**config.mk**
```make
export PLATFORM = sky130hd
export DESIGN_NAME = ldbf_front
export DESIGN_NICKNAME = d
export VERILOG_FILES = /design/src/hdl/ldbf_pkg.sv /design/src/hdl/ldbf_front.sv
export SDC_FILE = /design/constraint.sdc
export NUM_CORES = 1
export LEC_CHECK = 0
export BUFFER_PORTS_ARGS = -buffer_cell sky130_fd_sc_hd__buf_2
export CORE_MARGIN = 2
export CORE_UTILIZATION = 67
export DETAILED_ROUTE_END_ITERATION = 7
export MAX_ROUTING_LAYER = met4
export PLACE_DENSITY_LB_ADDON = 0.12
export SLEW_MARGIN = 20
export SYNTH_ARGS = -nofsm -noshare
export SYNTH_HDL_FRONTEND = slang
export SYNTH_SLANG_ARGS = --single-unit
```
**constraint.sdc**
```tcl
create_clock -name vclk -period 14.16
set_input_delay 1.416 -clock vclk [all_inputs]
set_output_delay 1.416 -clock vclk [all_outputs]
set_load 0.05 [all_outputs]
```
**src/hdl/ldbf_pkg.sv**
```systemverilog
package ldbf_pkg;

   // Line geometry and edge list size.
   localparam int LINE_MAX   = 1024;
   localparam int EDGE_SLOTS = 4;

   localparam int ADDR_W = $clog2(LINE_MAX + 1);
   localparam int POS_W  = 10;
   localparam int SUM_W  = $clog2(LINE_MAX * 255 + 1);
   localparam int CNT_W  = $clog2(EDGE_SLOTS + 1);
   localparam int SLOT_W = (EDGE_SLOTS > 1) ? $clog2(EDGE_SLOTS) : 1;
   localparam int LIM_W  = 19;

   // Brightness coefficients in 16-bit fixed point and the gray limit.
   localparam logic [23:0] LUMA_R     = 24'd19595;
   localparam logic [23:0] LUMA_G     = 24'd38470;
   localparam logic [23:0] LUMA_B     = 24'd7471;
   localparam logic [19:0] GRAY_LIMIT = 20'd5400;

   // Side regions are 16 pixels wide.
   localparam int SIDE_LEN = 16;

   // Queue between the front and back parts.
   localparam int QUEUE_DEPTH = 4;
   localparam int QPTR_W      = $clog2(QUEUE_DEPTH);
   localparam int QCNT_W      = $clog2(QUEUE_DEPTH + 1);

   // Register indexes.
   localparam logic [1:0] CSR_EDGE_LEVEL = 2'd0;
   localparam logic [1:0] CSR_MIN_GAP    = 2'd1;
   localparam logic [1:0] CSR_MAX_GAP    = 2'd2;
   localparam logic [1:0] CSR_SIDE_LEVEL = 2'd3;

   typedef struct packed {
      logic [7:0]  edge_level;
      logic [9:0]  min_gap;
      logic [9:0]  max_gap;
      logic [7:0]  side_level;
   } ldbf_cfg_type;

   typedef struct packed {
      logic [7:0]  bright;
      logic        gray;
      logic        eol;
      logic [11:0] line_index;
   } ldbf_pix_type;

   typedef enum logic [2:0] {
      ST_ACCUM,
      ST_SORT,
      ST_RD0,
      ST_RD1,
      ST_DIFF,
      ST_EVAL,
      ST_DONE
   } ldbf_state_type;

endpackage

```
**src/hdl/ldbf_front.sv**
```systemverilog
module ldbf_front import ldbf_pkg::*; (
   input  logic [7:0]   red,
   input  logic [7:0]   green,
   input  logic [7:0]   blue,
   input  logic         end_of_line,
   input  logic [11:0]  line_index,
   output ldbf_pix_type pix
);

   logic [23:0]        luma_sum;
   logic [9:0]         chan_sum;
   logic signed [10:0] dr, dg, db;
   logic signed [21:0] sq_r, sq_g, sq_b;
   logic [19:0]        spread;

   always_comb begin
      luma_sum = 24'(red) * LUMA_R + 24'(green) * LUMA_G + 24'(blue) * LUMA_B;
      chan_sum = 10'(red) + 10'(green) + 10'(blue);
      // Distance of each channel from the mean, scaled by three.
      dr = $signed(11'(10'(red) * 10'd3) - 11'(chan_sum));
      dg = $signed(11'(10'(green) * 10'd3) - 11'(chan_sum));
      db = $signed(11'(10'(blue) * 10'd3) - 11'(chan_sum));
      sq_r = dr * dr;
      sq_g = dg * dg;
      sq_b = db * db;
      spread = 20'(sq_r[17:0]) + 20'(sq_g[17:0]) + 20'(sq_b[17:0]);
      pix.bright     = luma_sum[23:16];
      pix.gray       = (spread < GRAY_LIMIT);
      pix.eol        = end_of_line;
      pix.line_index = line_index;
   end

endmodule

```
==> results of run 1 <==
## path summary, 6_finish.rpt
| kind | from | end | slack, ns | cells past startpoint |
|---|---|---|---|---|
| worst min-delay path | line_index[10] | pix[10] | 2.83 | 0 |
| worst max-delay path | green[1] | pix[13] | 0.66 | 42 |
## cell usage after synthesis (9+ instances only)
master / count
nand2_1: 117
a21o_1: 21
a21oi_1: 68
xnor2_1: 104
xor2_1: 33
buf_4: 13
clkbuf_1: 9
nand3_1: 10
or2_2: 11
inv_1: 643
nor3_1: 25
ha_1: 320
fa_1: 410
and2_1: 25
o21ai_0: 35
o21a_1: 16
o21bai_1: 14
nor2_1: 112
nand2b_1: 10
## per-stage QoR
| step | cells | util | hold WS, ns |
|---|---|---|---|
| 6_report | 2463 | 0.699 | 2.83 |
| 5_1_grt | 2463 | 0.699 | 2.83 |
| 4_1_cts | 2462 | 0.698 | 2.83 |
| 3_5_place_dp | 2462 | 0.698 | 2.83 |
| 3_3_place_gp | 2462 | 0.698 | 2.83 |
| 2_1_floorplan | 2067 | - | 3.00 |
## kinds of logic after synthesis
group,count (synthesis)
fa+ha+maj,730
buf+inv,672
simple gates,336
compound gates,190
xor+xnor,138
mux,1
## area by class of cell
class                      count  area (sq um)  area share
multi-input combinational   1395         16200       0.838
inverter                     648          2430       0.126
tap                          378           473      0.0245
timing repair buffer          41           225      0.0117
antenna                        1          2.50    0.000130
## layer usage
layer  GRT usage  wire, um  vias up
li1            -         -     6214
met1       0.375     16800     6584
met2       0.558     20900      302
met3      0.0145      1340       79
met4      0.0855      1490        0
met5           -         0        -
==> flow_summary.ini, run 1 <==
[worst_setup_path]
path_max_fanout = 7
crit_type = in2out
critPathMaxStageDelay_ns = 0.56
cp_num_buf_inv = 11
cpMaxStageDelayCell = fa_1
cp.required_ns = 12.74
worst-endpoint-arrival_ns = 12.09
endpoint_kind = primary output
cp_top_family = adder cells
worstSetupStartpointType = input pin

[global_route]
overflow = 0
antenna_found_initial = 1
grt_use_total = 0.307
grt_pass1_wl_mm = 69.0
grt_max_degree = 15
first_global_vias = 14724

[logic_synthesis]
synth_xor_area_frac = 0.0649
synthMuxAreaShare = 0.000534
syn_nets = 2834
syn_area_sq_um = 18700
ys_warn_count = 0
yosysTopAreaCellShare = 0.438
synth_top_family_by_area = adder cells
yosysSeqAreaShare = 0
yosys.area_share.simple = 0.0800
syn_avg_cell_area_sq_um = 9.07
postSynthCellCount = 2067
synth-adder-area-share = 0.652
yosys.area.top_type = fa_1
synth.area.top_cells = fa_1 44%, ha_1 21%, inv_1 13%
synth_compound_area_frac = 0.0656
ys_types = 51

[cells_and_area]
fill_cells = 2288
layout_common_cells = 643 x inv_1, 410 x fa_1, 320 x ha_1
nClkBuffers = 0
area_delta_synth_final_pct = 2.98
fin_area_sq_um = 19300
final_common_cell = inv_1
nNetsFinal = 2853
drive_above_1_share = 0.0302
regArea_sq_um = 0
design.seq.count = 0

[routing]
first_pass_iters = 5
via_per_inst = 5.35
post_drt_wl_per_cell_um = 16.5
drc = 0
drt-total-wl_mm = 40.5
postRouteAntennaNets = 0
vias = 13179
drtIter0Drc = 649

[cts]
postCtsHoldBufs = 0
post_cts_buffers = 0
cts_resized = 0

[run]
maxCapViolCount = 0

[sta]
fin_ws_ns = 0.658
finalCritPeriodShare = 0.953
slew_violations = 0
rsz0062_at_grt = no
finalSetupViolations = 0
fmax_mhz = 74.1
hold_violations = 0
finalSetupTns_ns = 0
tightest_slew_ns = 1.03
maxSlewHeadroom = 0.310
period_needed_ns = 13.50

[placement]
place.port_buffers = 33
pre_cts_ws_ns = 0.732
hpwlAfterDp_mm = 36.7
gp_congestion = 0.940
dpl_cell_area_sq_um = 19300

[floorplan]
die_x_um = 171
die_y_um = 171
io_pins = 59
start_util = 0.678
core-area_sq_um = 27600
core.rowCount = 61
die_area_sq_um = 29300

[status]
status = finished, final reports clean

[min_path]
hp-class = in2out
==> run 2, diff against run 1 <==
ABC_AREA = 1   (was default)
SETUP_SLACK_MARGIN = 0.1   (was default)
==> flow_summary.ini, run 2 <==
[worst_setup_path]
crit_type = in2out
cp_common_cell = inv_1
endpoint_kind = primary output
path_max_fanout = 9
cp_top_family = adder cells
critPathMaxStageDelay_ns = 0.64
worst-endpoint-arrival_ns = 11.83
cp.required_ns = 12.74
cpMaxStageDelayCell = fa_1
cp_num_buf_inv = 14
worstSetupStartpointType = input pin

[floorplan]
die_y_um = 178
die_x_um = 178
core-area_sq_um = 29600
die_area_sq_um = 31500
core.rowCount = 63
start_util = 0.681
io_pins = 59

[logic_synthesis]
ys_warn_count = 0
yosysSeqAreaShare = 0
syn_area_sq_um = 20200
synth_common_cells = 760 x inv_1, 410 x fa_1, 349 x nand2_1
syn_avg_cell_area_sq_um = 8.10
synth_most_common_cell = inv_1
synth.area.top_cells = fa_1 41%, ha_1 20%, inv_1 14%
postSynthCellCount = 2491
yosys.area.top_type = fa_1
ys_types = 50
syn_nets = 3258
yosysTopAreaCellShare = 0.407

[cells_and_area]
area_delta_synth_final_pct = 3.13
final_common_cell = inv_1
fill_cells = 2498
regArea_sq_um = 0
nClkBuffers = 0
design.seq.count = 0
diodes = 0
utilization = 0.702
nNetsFinal = 3281
multi_input_area_sq_um = 17200
drive_above_1_share = 0.0442
layout_common_cells = 760 x inv_1, 409 x fa_1, 348 x nand2_1

[routing]
first_pass_iters = 6
postRouteAntennaNets = 0
drtIter0Drc = 881
drt-total-wl_mm = 44.7
drc = 0
via_per_inst = 5.30
post_drt_wl_per_cell_um = 15.4
vias = 15388

[sta]
period_needed_ns = 13.25
finalCritPeriodShare = 0.935
slew_violations = 0
rsz0062_at_grt = no
fmax_mhz = 75.5
finalSetupTns_ns = 0
tightest_slew_ns = 0.710
finalSetupViolations = 0
hold_violations = 0
maxSlewHeadroom = 0.525

[min_path]
hp-class = in2out

[placement]
place.port_buffers = 33
hpwlAfterDp_mm = 40.9
gp_congestion = 0.927

[global_route]
overflow = 0
grt_pass1_wl_mm = 77.4
first_global_vias = 16701
antenna_found_initial = 0
grt_use_total = 0.317
grt_max_degree = 13

[cts]
postCtsHoldBufs = 0

[status]
status = finished, final reports clean

[run]
maxCapViolCount = 0
-- run 2: cells by family (layout without fill, tap and decap cells) --
family	Yosys count	in the layout	synth area share
buffers and inverters	796	817	0.151
AND/OR/NAND/NOR	686	686	0.145
XOR/XNOR	96	96	0.0444
AO/OA/AOI/OAI	183	183	0.0545
adder cells (fa/ha/maj)	730	730	0.605
-- run 2: layout make-up --
class                      instances  share of cell area
inverter                         774               0.140
multi-input combinational       1695               0.825
tap                              390              0.0234
timing repair buffer              43              0.0115
-- run 2: worst paths after layout --
| path | start | to | depth (start not counted) |
|---|---|---|---|
| setup / recovery | green[1] | pix[13] | 48 |
| hold / removal | line_index[10] | pix[10] | 0 |
-- run 2: per-stage QoR --
| step | cell area [sq um] | hold WS (ns) | worst slack, ns | std cells |
|---|---|---|---|---|
| 3_5_place_dp | 20700 | 2.83 | 0.599 | 2897 |
| 3_3_place_gp | 20700 | 2.83 | 0.772 | 2897 |
| 4_1_cts | 20700 | 2.83 | 0.586 | 2897 |
| 2_1_floorplan | 20200 | 3.00 | 1.49 | 2491 |
| 5_1_grt | 20800 | 2.83 | 0.0980 | 2902 |
| 6_report | 20800 | 2.83 | 0.915 | 2902 |
-- run 2: timing repair --
action	CTS	global route
gates resized for setup	0	9
setup endpoints to repair	0	1
buffers inserted	0	5
-- run 2: routing by layer --
metal,routed length [um],share of wire,GRT usage
met1,18700,0.42,0.403
met2,22600,0.51,0.555
met3,1900,0.042,0.0161
met4,1500,0.033,0.0844
met5,0,0,-
Power of run 2 is not shown: default switching activity piles up to over one toggle a cycle in this logic, so the estimate is an artifact.
==> run 3, diff against run 2 <==
ABC_AREA = default   (was 1)
BUFFER_PORTS_ARGS = default   (was -buffer_cell sky130_fd_sc_hd__buf_2)
CORE_UTILIZATION = 69   (was 67)
DONT_BUFFER_PORTS = 1   (was default)
SETUP_SLACK_MARGIN = default   (was 0.1)
==> flow_summary.ini, run 3 (synthesis results as in run 1) <==
[sta]
fmax_mhz = 74.5
finalSetupTns_ns = 0
rsz0062_at_grt = no
slew_violations = 0
finalSetupViolations = 0
tightest_slew_ns = 1.13
period_needed_ns = 13.41
maxSlewHeadroom = 0.239
hold_violations = 0
finalCritPeriodShare = 0.947

[floorplan]
die_y_um = 169
die_area_sq_um = 28500
die_x_um = 169
core.rowCount = 60
core-area_sq_um = 26800
start_util = 0.699
io_pins = 59

[cells_and_area]
layout_common_cells = 643 x inv_1, 410 x fa_1, 320 x ha_1
area_delta_synth_final_pct = 1.80
design.seq.count = 0
drive_above_1_share = 0.0141
multi_input_area_sq_um = 16200
fill_cells = 2129
nNetsFinal = 2819
final_common_cell = inv_1
regArea_sq_um = 0
diodes = 0
nClkBuffers = 0

[placement]
gp_congestion = 0.948
hpwlAfterDp_mm = 36.0
place.port_buffers = 0

[global_route]
overflow = 0
antenna_found_initial = 0
grt_max_degree = 15
grt_use_total = 0.310
first_global_vias = 14579
grt_pass1_wl_mm = 68.7

[worst_setup_path]
worstSetupStartpointType = input pin
endpoint_kind = primary output
cp.required_ns = 12.74
cp_common_cell = inv_1
cp_top_family = adder cells
cp.depth = 42
worst-endpoint-arrival_ns = 12.00
cpMaxStageDelayCell = xnor2_1
critPathMaxStageDelay_ns = 0.66
path_max_fanout = 7
cp_num_buf_inv = 11
crit_path_start = green[1]
crit_end = pix[13]
crit_type = in2out

[routing]
drt-total-wl_mm = 39.2
postRouteAntennaNets = 0
via_per_inst = 5.39
first_pass_iters = 6
drtIter0Drc = 575
post_drt_wl_per_cell_um = 16.4
drc = 0
vias = 12895

[cts]
post_cts_buffers = 0
cts_resized = 0
postCtsHoldBufs = 0

[min_path]
hp-class = in2out

[status]
status = finished, final reports clean

[run]
maxCapViolCount = 0
==> run 3: stage by stage <==
step	area, sq um	std cells	util	setup WS [ns]	hold slack [ns]
6_report	19100	2391	0.712	0.746	2.83
5_1_grt	19100	2391	0.712	0.0937	2.83
4_1_cts	19100	2391	0.712	0.827	2.83
3_5_place_dp	19100	2391	0.712	0.850	2.83
3_3_place_gp	19100	2391	0.712	1.06	2.83
2_1_floorplan	18700	2067	-	1.45	3.00
==> run 3: layout make-up <==
cell class,instances,share of cell area
Tap cell,341,0.0224
Inverter,648,0.127
Timing Repair Buffer,7,0.00275
Multi-Input combinational cell,1395,0.847
==> run 3: how the worst min path moves through the flow <==
stage                         startpoint       to  cells after the start
after floorplan            line_index[0]   pix[0]                      1
after global placement    line_index[11]  pix[11]                      0
after detailed placement  line_index[11]  pix[11]                      0
after CTS                 line_index[11]  pix[11]                      0
after global routing       line_index[4]   pix[4]                      0
final                     line_index[10]  pix[10]                      0
==> run 3: metal layers <==
layer / GRT usage / vias to the layer above / share of wire
li1: - / 6139 / -
met1: 0.391 / 6412 / 0.42
met2: 0.538 / 268 / 0.50
met3: 0.0262 / 76 / 0.039
met4: 0.0926 / 0 / 0.039
met5: - / - / 0
Power of run 3 is left out for the same reason.
