### src/hdl/ldbf_pkg.sv
package ldbf_pkg;

   // Line geometry and edge list size.
   localparam int LINE_MAX   = 1024;
   localparam int EDGE_SLOTS = 4;

   localparam int ADDR_W = $clog2(LINE_MAX + 1);
   localparam int POS_W  = 10;
   localparam int SUM_W  = $clog2(LINE_MAX * 255 + 1);
   localparam int CNT_W  = $clog2(EDGE_SLOTS + 1);
   localparam int SLOT_W = (EDGE_SLOTS > 1) ? $clog2(EDGE_SLOTS) : 1;
   localparam int LIM_W  = 19;

   // Brightness coefficients in 16-bit fixed point and the gray limit.
   localparam logic [23:0] LUMA_R     = 24'd19595;
   localparam logic [23:0] LUMA_G     = 24'd38470;
   localparam logic [23:0] LUMA_B     = 24'd7471;
   localparam logic [19:0] GRAY_LIMIT = 20'd5400;

   // Side regions are 16 pixels wide.
   localparam int SIDE_LEN = 16;

   // Queue between the front and back parts.
   localparam int QUEUE_DEPTH = 4;
   localparam int QPTR_W      = $clog2(QUEUE_DEPTH);
   localparam int QCNT_W      = $clog2(QUEUE_DEPTH + 1);

   // Register indexes.
   localparam logic [1:0] CSR_EDGE_LEVEL = 2'd0;
   localparam logic [1:0] CSR_MIN_GAP    = 2'd1;
   localparam logic [1:0] CSR_MAX_GAP    = 2'd2;
   localparam logic [1:0] CSR_SIDE_LEVEL = 2'd3;

   typedef struct packed {
      logic [7:0]  edge_level;
      logic [9:0]  min_gap;
      logic [9:0]  max_gap;
      logic [7:0]  side_level;
   } ldbf_cfg_type;

   typedef struct packed {
      logic [7:0]  bright;
      logic        gray;
      logic        eol;
      logic [11:0] line_index;
   } ldbf_pix_type;

   typedef enum logic [2:0] {
      ST_ACCUM,
      ST_SORT,
      ST_RD0,
      ST_RD1,
      ST_DIFF,
      ST_EVAL,
      ST_DONE
   } ldbf_state_type;

endpackage

### src/hdl/ldbf_queue.sv
module ldbf_queue import ldbf_pkg::*; (
   input  logic         clock,
   input  logic         reset,
   input  logic         push,
   input  ldbf_pix_type push_word,
   output logic         full,
   input  logic         pop,
   output ldbf_pix_type head_word,
   output logic         empty
);

   ldbf_pix_type      store_ff [QUEUE_DEPTH];
   logic [QPTR_W-1:0] wr_ptr_ff, wr_ptr_in;
   logic [QPTR_W-1:0] rd_ptr_ff, rd_ptr_in;
   logic [QCNT_W-1:0] count_ff, count_in;

   always_comb begin
      full      = (count_ff == QCNT_W'(QUEUE_DEPTH));
      empty     = (count_ff == '0);
      head_word = store_ff[rd_ptr_ff];
      wr_ptr_in = push ? wr_ptr_ff + QPTR_W'(1) : wr_ptr_ff;
      rd_ptr_in = pop ? rd_ptr_ff + QPTR_W'(1) : rd_ptr_ff;
      count_in  = count_ff;
      if (push && !pop) begin
         count_in = count_ff + QCNT_W'(1);
      end else if (pop && !push) begin
         count_in = count_ff - QCNT_W'(1);
      end
   end

   always_ff @(posedge clock) begin
      if (reset) begin
         wr_ptr_ff <= '0;
         rd_ptr_ff <= '0;
         count_ff  <= '0;
      end else begin
         wr_ptr_ff <= wr_ptr_in;
         rd_ptr_ff <= rd_ptr_in;
         count_ff  <= count_in;
      end
   end

   always_ff @(posedge clock) begin
      if (push) begin
         store_ff[wr_ptr_ff] <= push_word;
      end
   end

endmodule

### config.mk
export PLATFORM = sky130hd
export DESIGN_NAME = ldbf_queue
export DESIGN_NICKNAME = d
export VERILOG_FILES = /design/src/hdl/ldbf_pkg.sv /design/src/hdl/ldbf_queue.sv
export SDC_FILE = /design/constraint.sdc
export NUM_CORES = 1
export LEC_CHECK = 0
export BUFFER_PORTS_ARGS = -buffer_cell sky130_fd_sc_hd__buf_2
export CAP_MARGIN = 30
export CORE_MARGIN = 2
export CORE_UTILIZATION = 60
export CTS_CLUSTER_SIZE = 10
export DETAILED_ROUTE_END_ITERATION = 12
export PLACE_DENSITY = 0.89
export SYNTH_ARGS = -nofsm -noshare
export SYNTH_HDL_FRONTEND = slang
export SYNTH_SLANG_ARGS = --single-unit
### constraint.sdc
create_clock -name clock -period 4.4 [get_ports clock]
set_clock_uncertainty 0.1 [all_clocks]
set_input_delay 0.22 -clock clock [delete_from_list [all_inputs] [get_ports clock]]
set_output_delay 0.22 -clock clock [all_outputs]
set_load 0.05 [all_outputs]
==> flow_results.xml, run 1 <==
<?xml version="1.0" encoding="UTF-8"?>
<metrics>
  <group name="status">
    <metric name="run_status" unit="">finished clean</metric>
  </group>
  <group name="place">
    <metric name="dp_hpwl" unit="mm">3.99</metric>
    <metric name="gpl.final_weighted_congestion" unit="">0.751</metric>
    <metric name="buffer_ports.inserted" unit="">49</metric>
  </group>
  <group name="logic_synthesis">
    <metric name="most_numerous_cell_types_in_the_synthesized_netlist" unit="">edfxtp_1, mux4_2, dfxtp_1, nor2_1, ha_1</metric>
    <metric name="post_synthesis_share_of_cell_area_spent_on_xor_and_xnor_gates" unit="">0.0121</metric>
    <metric name="synthesis.instances" unit="">158</metric>
    <metric name="synth_top_family_by_area" unit="">multiplexers</metric>
    <metric name="synth_enable_flop_cells" unit="">88</metric>
    <metric name="synth_top_cells_by_area" unit="">edfxtp_1, mux4_2, dfxtp_1</metric>
    <metric name="adder_cell_share_of_the_synthesized_area" unit="">0.0229</metric>
    <metric name="yosys-mux-area-fraction" unit="">0.145</metric>
    <metric name="yosysWarnings" unit="">0</metric>
    <metric name="syn_nets" unit="">190</metric>
    <metric name="post_synth.cell_area_avg" unit="um2">22.8</metric>
    <metric name="syn_area" unit="um2">3610</metric>
    <metric name="post-synth-top-area-fraction" unit="">0.733</metric>
    <metric name="post-synth-top-area-cell" unit="">edfxtp_1</metric>
    <metric name="synth.distinct_cells" unit="">21</metric>
    <metric name="ys_dominant_reg_cell" unit="">edfxtp_1</metric>
    <metric name="synth.most_common_cell" unit="">edfxtp_1</metric>
    <metric name="synth_compound_area_frac" unit="">0.00277</metric>
    <metric name="share_of_synthesized_cell_area_in_and_or_nand_and_nor_gates" unit="">0.0205</metric>
    <metric name="synth_seq_area_share" unit="">0.783</metric>
    <metric name="async_reset_ff_frac" unit="">0</metric>
    <metric name="synth.ff_latch_count" unit="">97</metric>
  </group>
  <group name="drt">
    <metric name="detail_route.drc_violations" unit="">0</metric>
    <metric name="wirelength" unit="mm">6.11</metric>
    <metric name="wl_per_cell" unit="um">19.1</metric>
    <metric name="drt_via_density" unit="">5.54</metric>
    <metric name="1st_pass_router_iterations" unit="">4</metric>
    <metric name="num_vias" unit="">1767</metric>
    <metric name="antenna_violating_nets_post_route" unit="">0</metric>
    <metric name="drt_first_iter_violations" unit="">94</metric>
  </group>
  <group name="grt">
    <metric name="pin_count_of_the_biggest_net_entering_global_routing" unit="">23</metric>
    <metric name="globalRouteTotalUtil" unit="">0.205</metric>
    <metric name="grt-ovfl-total" unit="">0</metric>
    <metric name="grt_first_pass_wirelength" unit="mm">9.47</metric>
    <metric name="number_of_antenna_violations_at_the_first_check_in_global_routing" unit="">0</metric>
    <metric name="first_global_vias" unit="">1878</metric>
  </group>
  <group name="timing">
    <metric name="timing.fmax" unit="MHz">423</metric>
    <metric name="min_period" unit="ns">2.36</metric>
    <metric name="final.period_utilization" unit="">0.537</metric>
    <metric name="timing.final.max_slew_violations" unit="">0</metric>
    <metric name="max-slew-margin-rel" unit="">0.483</metric>
    <metric name="finalSetupViolCount" unit="">0</metric>
    <metric name="totalNegativeSetupSlack" unit="ns">0</metric>
    <metric name="max_slew.worst_pin.slew" unit="ns">0.776</metric>
    <metric name="finalHoldViolCount" unit="">0</metric>
    <metric name="rsz_0062_raised_after_global_routing" unit="">no</metric>
  </group>
  <group name="power">
    <metric name="post_route_total_power" unit="mW">1.94</metric>
    <metric name="vdd_drop_max" unit="mV">0.297</metric>
    <metric name="p_per_area" unit="nW/um2">439</metric>
    <metric name="total_leakage_power" unit="nW">1.55</metric>
  </group>
  <group name="worst_setup_path">
    <metric name="timing.critical_path.fanout_max" unit="">22</metric>
    <metric name="cp_data_required_time" unit="ns">4.08</metric>
    <metric name="cpMaxStageDelayCell" unit="">dfxtp_2</metric>
    <metric name="cpPeakStageDelay" unit="ns">0.84</metric>
    <metric name="arrival" unit="ns">2.04</metric>
    <metric name="crit_chain" unit="">mux4_1 &gt; buf_2</metric>
    <metric name="cp-start-kind" unit="">flip-flop</metric>
    <metric name="worstSetupPathType" unit="">reg2out</metric>
    <metric name="worstPathBufferInverterCount" unit="">1</metric>
    <metric name="cp_top_family" unit="">flip-flops</metric>
    <metric name="critical_path_capture_point_type" unit="">output port</metric>
  </group>
  <group name="clock_network">
    <metric name="cts.root.buffer_cell" unit="">clkbuf_8</metric>
    <metric name="clk_transition_reported_paths" unit="ns">0.08</metric>
    <metric name="cts_num_sinks" unit="">97</metric>
    <metric name="clockBufferDepth" unit="">2</metric>
    <metric name="cts-htree-levels" unit="">3</metric>
    <metric name="cts_tree" unit="">built</metric>
    <metric name="post_cts_buffers" unit="">0</metric>
    <metric name="cts_buffers" unit="">9</metric>
    <metric name="clock_insertion_delay_worst_skew" unit="ns">0.34</metric>
  </group>
  <group name="finish">
    <metric name="antenna_cells" unit="">0</metric>
    <metric name="filler_cell_count" unit="">309</metric>
    <metric name="fin_nets" unit="">272</metric>
    <metric name="post_route_cells_drive_above_1_share" unit="">0.361</metric>
    <metric name="total_area_of_multi_input_combinational_cells" unit="um2">733</metric>
    <metric name="area_of_all_sequential_standard_cells" unit="um2">2820</metric>
    <metric name="syn_to_final_growth" unit="%">22.4</metric>
  </group>
  <group name="floorplan">
    <metric name="ios" unit="">50</metric>
    <metric name="fp.coreArea" unit="um2">5850</metric>
    <metric name="starting_density_of_the_core" unit="">0.617</metric>
    <metric name="die_h" unit="um">81.5</metric>
    <metric name="design.die.area" unit="um2">6650</metric>
    <metric name="std_cell_rows" unit="">28</metric>
    <metric name="fp.dieW" unit="um">81.5</metric>
  </group>
  <group name="hold_path">
    <metric name="hold_class" unit="">in2reg</metric>
  </group>
  <group name="run">
    <metric name="cap_violations" unit="">0</metric>
  </group>
</metrics>
-- registers in the layout, indices dropped and copies added (netlist names), named ones only --
signal	count
wr_ptr_ff	2
store_ff	88
rd_ptr_ff	2
count_ff	3
-- metrics by stage --
step	setup slack [ns]	utilization	hold slack [ns]	cells	area, um2
after floorplan	2.58	-	0.219	158	3610
after global placement	2.35	0.669	0.334	277	3910
after detailed placement	2.34	0.686	0.338	282	4010
after CTS	1.96	0.755	0.0304	319	4420
after global routing	1.87	0.755	0.0486	319	4420
final	2.04	0.755	0.0496	319	4420
-- logic make-up (layout without fill, tap and decap cells) --
| logic type | count (synthesis) | in the layout |
|---|---|---|
| xor gates and xnor gates | 5 | 5 |
| muxes | 24 | 24 |
| adders and majority gates | 6 | 6 |
| buffers and inverters | 9 | 95 |
| DFF | 97 | 97 |
| AOI/OAI and AO/OA | 2 | 2 |
| and+or+nand+nor | 15 | 15 |
-- power breakdown --
group / internal, mW / leakage [nW] / switching [mW] / total, mW
Clock: 0.259 / 0.0860 / 0.274 / 0.533
Combinational: 0.115 / 0.580 / 0.206 / 0.321
Sequential: 1.05 / 0.883 / 0.0313 / 1.09
-- worst reg2reg max path: stages, from the launching register on --
cell     delay [ns]
dfxtp_1        0.36
inv_1          0.09
ha_1           0.16
and2_1         0.50
buf_8          0.25
-- layout by cell type (no fill, tap or decap), types with 3 or more instances in the layout --
cell type      Yosys  routed
nor2_1             7       7
dfxtp_1            9       8
buf_8              0       3
and2_1             4       4
clkbuf_8           0       9
buf_2              2      49
ha_1               5       5
dlygate4sd3_1      0      22
inv_1              4       4
xor2_1             3       3
edfxtp_1          88      88
mux4_2            20      20
-- final timing paths --
check | start | to | slack, ns | depth (start not counted)
max | flip-flop | head_word[8] | 2.04 | 2
min | reset | count_ff[2] | 0.05 | 2
max reg2reg | wr_ptr_ff[0] | store_ff[0][7] | 2.66 | 4
min reg2reg | count_ff[2] | count_ff[2] | 0.43 | 2
-- cell type report --
cell class              count  area share
clock buffers              10      0.0289
clock inverters             5      0.0130
inverters                   4     0.00340
multi-input cells          52       0.166
flip-flops and latches     97       0.639
well taps                  75      0.0212
repair buffers             76       0.128
-- per-layer routing --
metal,part of all wire,global-route usage,vias up
li1,-,-,804
met1,0.41,0.260,911
met2,0.54,0.341,42
met3,0.040,0.0451,10
met4,0.016,0.0949,0
met5,0,0,-
-- repair_timing --
item / in CTS / in global routing
endpoints found under the hold margin: 86 / 0
resized for setup: 0 / 0
hold buffers: 22 / 0
endpoints found under the setup margin: 0 / 0
(Power assumes the default switching activity.)
==> run 2: changes to the inputs <==
--- a/config.mk
+++ b/config.mk
@@ -8,10 +8,10 @@
 export BUFFER_PORTS_ARGS = -buffer_cell sky130_fd_sc_hd__buf_2
 export CAP_MARGIN = 30
 export CORE_MARGIN = 2
-export CORE_UTILIZATION = 60
+export CORE_UTILIZATION = 51
 export CTS_CLUSTER_SIZE = 10
 export DETAILED_ROUTE_END_ITERATION = 12
-export PLACE_DENSITY = 0.89
+export PLACE_DENSITY = 0.81
 export SYNTH_ARGS = -nofsm -noshare
 export SYNTH_HDL_FRONTEND = slang
 export SYNTH_SLANG_ARGS = --single-unit
==> constraint.sdc (replaced) <==
create_clock -name clock -period 2 [get_ports clock]
set_clock_uncertainty 0.1 [all_clocks]
set_input_delay 0.1 -clock clock [delete_from_list [all_inputs] [get_ports clock]]
set_output_delay 0.1 -clock clock [all_outputs]
set_load 0.05 [all_outputs]
==> run 2 against run 1 <==
  * Global-route usage is 3.6 points lower
  * Via count is 0.17% lower
  * Sequential cell count unchanged
  * First-iteration DRC count is 84% higher
  * Highest routed layer unchanged
==> flow_results.xml, run 2 (synthesis results as in run 1) <==
<?xml version="1.0" encoding="UTF-8"?>
<metrics>
  <group name="worst_setup_path">
    <metric name="cpPeakStageDelay" unit="ns">0.56</metric>
    <metric name="arrival" unit="ns">1.70</metric>
    <metric name="worstPathBufferInverterCount" unit="">2</metric>
    <metric name="cp_top_family" unit="">multiplexers</metric>
    <metric name="cp_data_required_time" unit="ns">1.80</metric>
    <metric name="cp-start-kind" unit="">flip-flop</metric>
    <metric name="worstSetupPathType" unit="">reg2out</metric>
    <metric name="critical_path_capture_point_type" unit="">output port</metric>
    <metric name="cpMaxStageDelayCell" unit="">mux4_1</metric>
    <metric name="timing.critical_path.fanout_max" unit="">17</metric>
    <metric name="crit_chain" unit="">buf_12 &gt; mux4_1 &gt; buf_2</metric>
  </group>
  <group name="timing">
    <metric name="totalNegativeSetupSlack" unit="ns">0</metric>
    <metric name="finalSetupViolCount" unit="">0</metric>
    <metric name="final.period_utilization" unit="">0.948</metric>
    <metric name="timing.final.max_slew_violations" unit="">0</metric>
    <metric name="final_critical_path_setup_slack" unit="ns">0.104</metric>
    <metric name="max_slew.worst_pin.slew" unit="ns">0.462</metric>
    <metric name="timing.fmax" unit="MHz">527</metric>
    <metric name="max-slew-margin-rel" unit="">0.692</metric>
    <metric name="finalHoldViolCount" unit="">0</metric>
    <metric name="rsz_0062_raised_after_global_routing" unit="">no</metric>
    <metric name="min_period" unit="ns">1.90</metric>
  </group>
  <group name="hold_path">
    <metric name="hold_class" unit="">in2reg</metric>
  </group>
  <group name="finish">
    <metric name="max_flop_register" unit="">store_ff</metric>
    <metric name="final_cell_area" unit="um2">4480</metric>
    <metric name="fin_nets" unit="">279</metric>
    <metric name="mostFrequentLayoutCell" unit="">edfxtp_1</metric>
    <metric name="filler_cell_count" unit="">496</metric>
    <metric name="largestRegisters" unit="">store_ff x88, count_ff x3</metric>
    <metric name="post_route_cells_drive_above_1_share" unit="">0.373</metric>
    <metric name="layout.cells.most_common_list" unit="">edfxtp_1, buf_2, dlygate4sd3_1</metric>
    <metric name="finish.utilization" unit="">0.656</metric>
    <metric name="largest_reg_flops" unit="">88</metric>
    <metric name="antenna_cells" unit="">0</metric>
    <metric name="syn_to_final_growth" unit="%">24.2</metric>
  </group>
  <group name="clock_network">
    <metric name="clockBufferDepth" unit="">2</metric>
    <metric name="cts_resized" unit="">0</metric>
    <metric name="cts_tree" unit="">built</metric>
    <metric name="cts_buffers" unit="">9</metric>
    <metric name="clock_insertion_delay_worst_skew" unit="ns">0.35</metric>
    <metric name="cts.root.buffer_cell" unit="">clkbuf_8</metric>
    <metric name="cts-htree-levels" unit="">3</metric>
    <metric name="post_cts_buffers" unit="">0</metric>
    <metric name="cts_num_sinks" unit="">97</metric>
    <metric name="postCtsHoldBufs" unit="">25</metric>
    <metric name="clk_transition_reported_paths" unit="ns">0.09</metric>
  </group>
  <group name="drt">
    <metric name="detail_route.drc_violations" unit="">0</metric>
    <metric name="drt_via_density" unit="">5.07</metric>
    <metric name="antenna_violating_nets_post_route" unit="">0</metric>
    <metric name="1st_pass_router_iterations" unit="">4</metric>
    <metric name="num_vias" unit="">1764</metric>
    <metric name="wl_per_cell" unit="um">17.1</metric>
    <metric name="drt_first_iter_violations" unit="">173</metric>
    <metric name="wirelength" unit="mm">5.96</metric>
  </group>
  <group name="floorplan">
    <metric name="die_h" unit="um">88.1</metric>
    <metric name="design.die.area" unit="um2">7760</metric>
    <metric name="starting_density_of_the_core" unit="">0.528</metric>
    <metric name="std_cell_rows" unit="">30</metric>
    <metric name="fp.coreArea" unit="um2">6830</metric>
    <metric name="ios" unit="">50</metric>
    <metric name="fp.dieW" unit="um">88.1</metric>
  </group>
  <group name="place">
    <metric name="post_place_instance_area" unit="um2">4030</metric>
    <metric name="buffer_ports.inserted" unit="">49</metric>
    <metric name="gpl.final_weighted_congestion" unit="">0.724</metric>
    <metric name="pre_cts_slack" unit="ns">0.302</metric>
    <metric name="dp_hpwl" unit="mm">3.54</metric>
  </group>
  <group name="power">
    <metric name="p_per_area" unit="nW/um2">975</metric>
    <metric name="total_leakage_power" unit="nW">1.59</metric>
    <metric name="vdd_drop_max" unit="mV">0.588</metric>
  </group>
  <group name="status">
    <metric name="run_status" unit="">finished clean</metric>
  </group>
  <group name="grt">
    <metric name="number_of_antenna_violations_at_the_first_check_in_global_routing" unit="">0</metric>
    <metric name="globalRouteTotalUtil" unit="">0.169</metric>
    <metric name="pin_count_of_the_biggest_net_entering_global_routing" unit="">23</metric>
    <metric name="grt_first_pass_wirelength" unit="mm">9.17</metric>
    <metric name="first_global_vias" unit="">1764</metric>
    <metric name="grt-ovfl-total" unit="">0</metric>
  </group>
  <group name="run">
    <metric name="cap_violations" unit="">0</metric>
  </group>
</metrics>
## run 2: cell count changes in the layout (fill, tap and decap cells not counted)
cell           change
inv_6              +2
buf_8              -3
clkinv_1           -1
buf_4              +7
buf_16             -2
clkinvlp_4         -2
dlygate4sd3_1      +3
clkinv_4           +2
buf_12             +2
## run 2: cell type report
class	count	area [um2]	area share
flip-flops and latches	97	2820	0.630
multi-input cells	52	733	0.164
repair buffers	83	588	0.131
clock buffers	10	128	0.0285
well taps	96	120	0.0268
clock inverters	6	73.8	0.0165
inverters	4	15.0	0.00335
## run 2: stage by stage
step / hold slack [ns] / cells / power, mW
floorplan: 0.0989 / 158 / 2.93
global placement: 0.215 / 307 / 3.10
detailed placement: 0.219 / 307 / 3.11
CTS: 0.374 / 348 / 4.41
global route: 0.370 / 348 / 4.55
finish: 0.387 / 348 / 4.37
## run 2: worst paths after layout
| check | from | endpoint | cells past startpoint | slack, ns |
|---|---|---|---|---|
| worst max-delay path | flip-flop | head_word[8] | 3 | 0.10 |
| worst min-delay path | push_word[21] | store_ff[1][21] | 2 | 0.39 |
| worst max register to register | wr_ptr_ff[0] | store_ff[2][14] | 4 | 0.40 |
| worst min register to register | count_ff[2] | count_ff[2] | 2 | 0.42 |
## run 2: routing by layer
| layer | share of wire | GRT usage | wire (um) |
|---|---|---|---|
| met1 | 0.44 | 0.213 | 2620 |
| met2 | 0.51 | 0.286 | 3050 |
| met3 | 0.038 | 0.0481 | 224 |
| met4 | 0.012 | 0.0579 | 72 |
| met5 | 0 | 0 | 0 |
## run 2: power by group
part,internal (mW),total [mW],switching [mW]
Combinational,0.259,0.740,0.481
Sequential,2.32,2.36,0.0385
Clock,0.594,1.27,0.676
## run 2: worst register-to-register path: stages, from the launching register on
cell and delay [ns]:
dfxtp_1 0.36, inv_1 0.09, ha_1 0.13, and2_1 0.41, buf_12 0.22
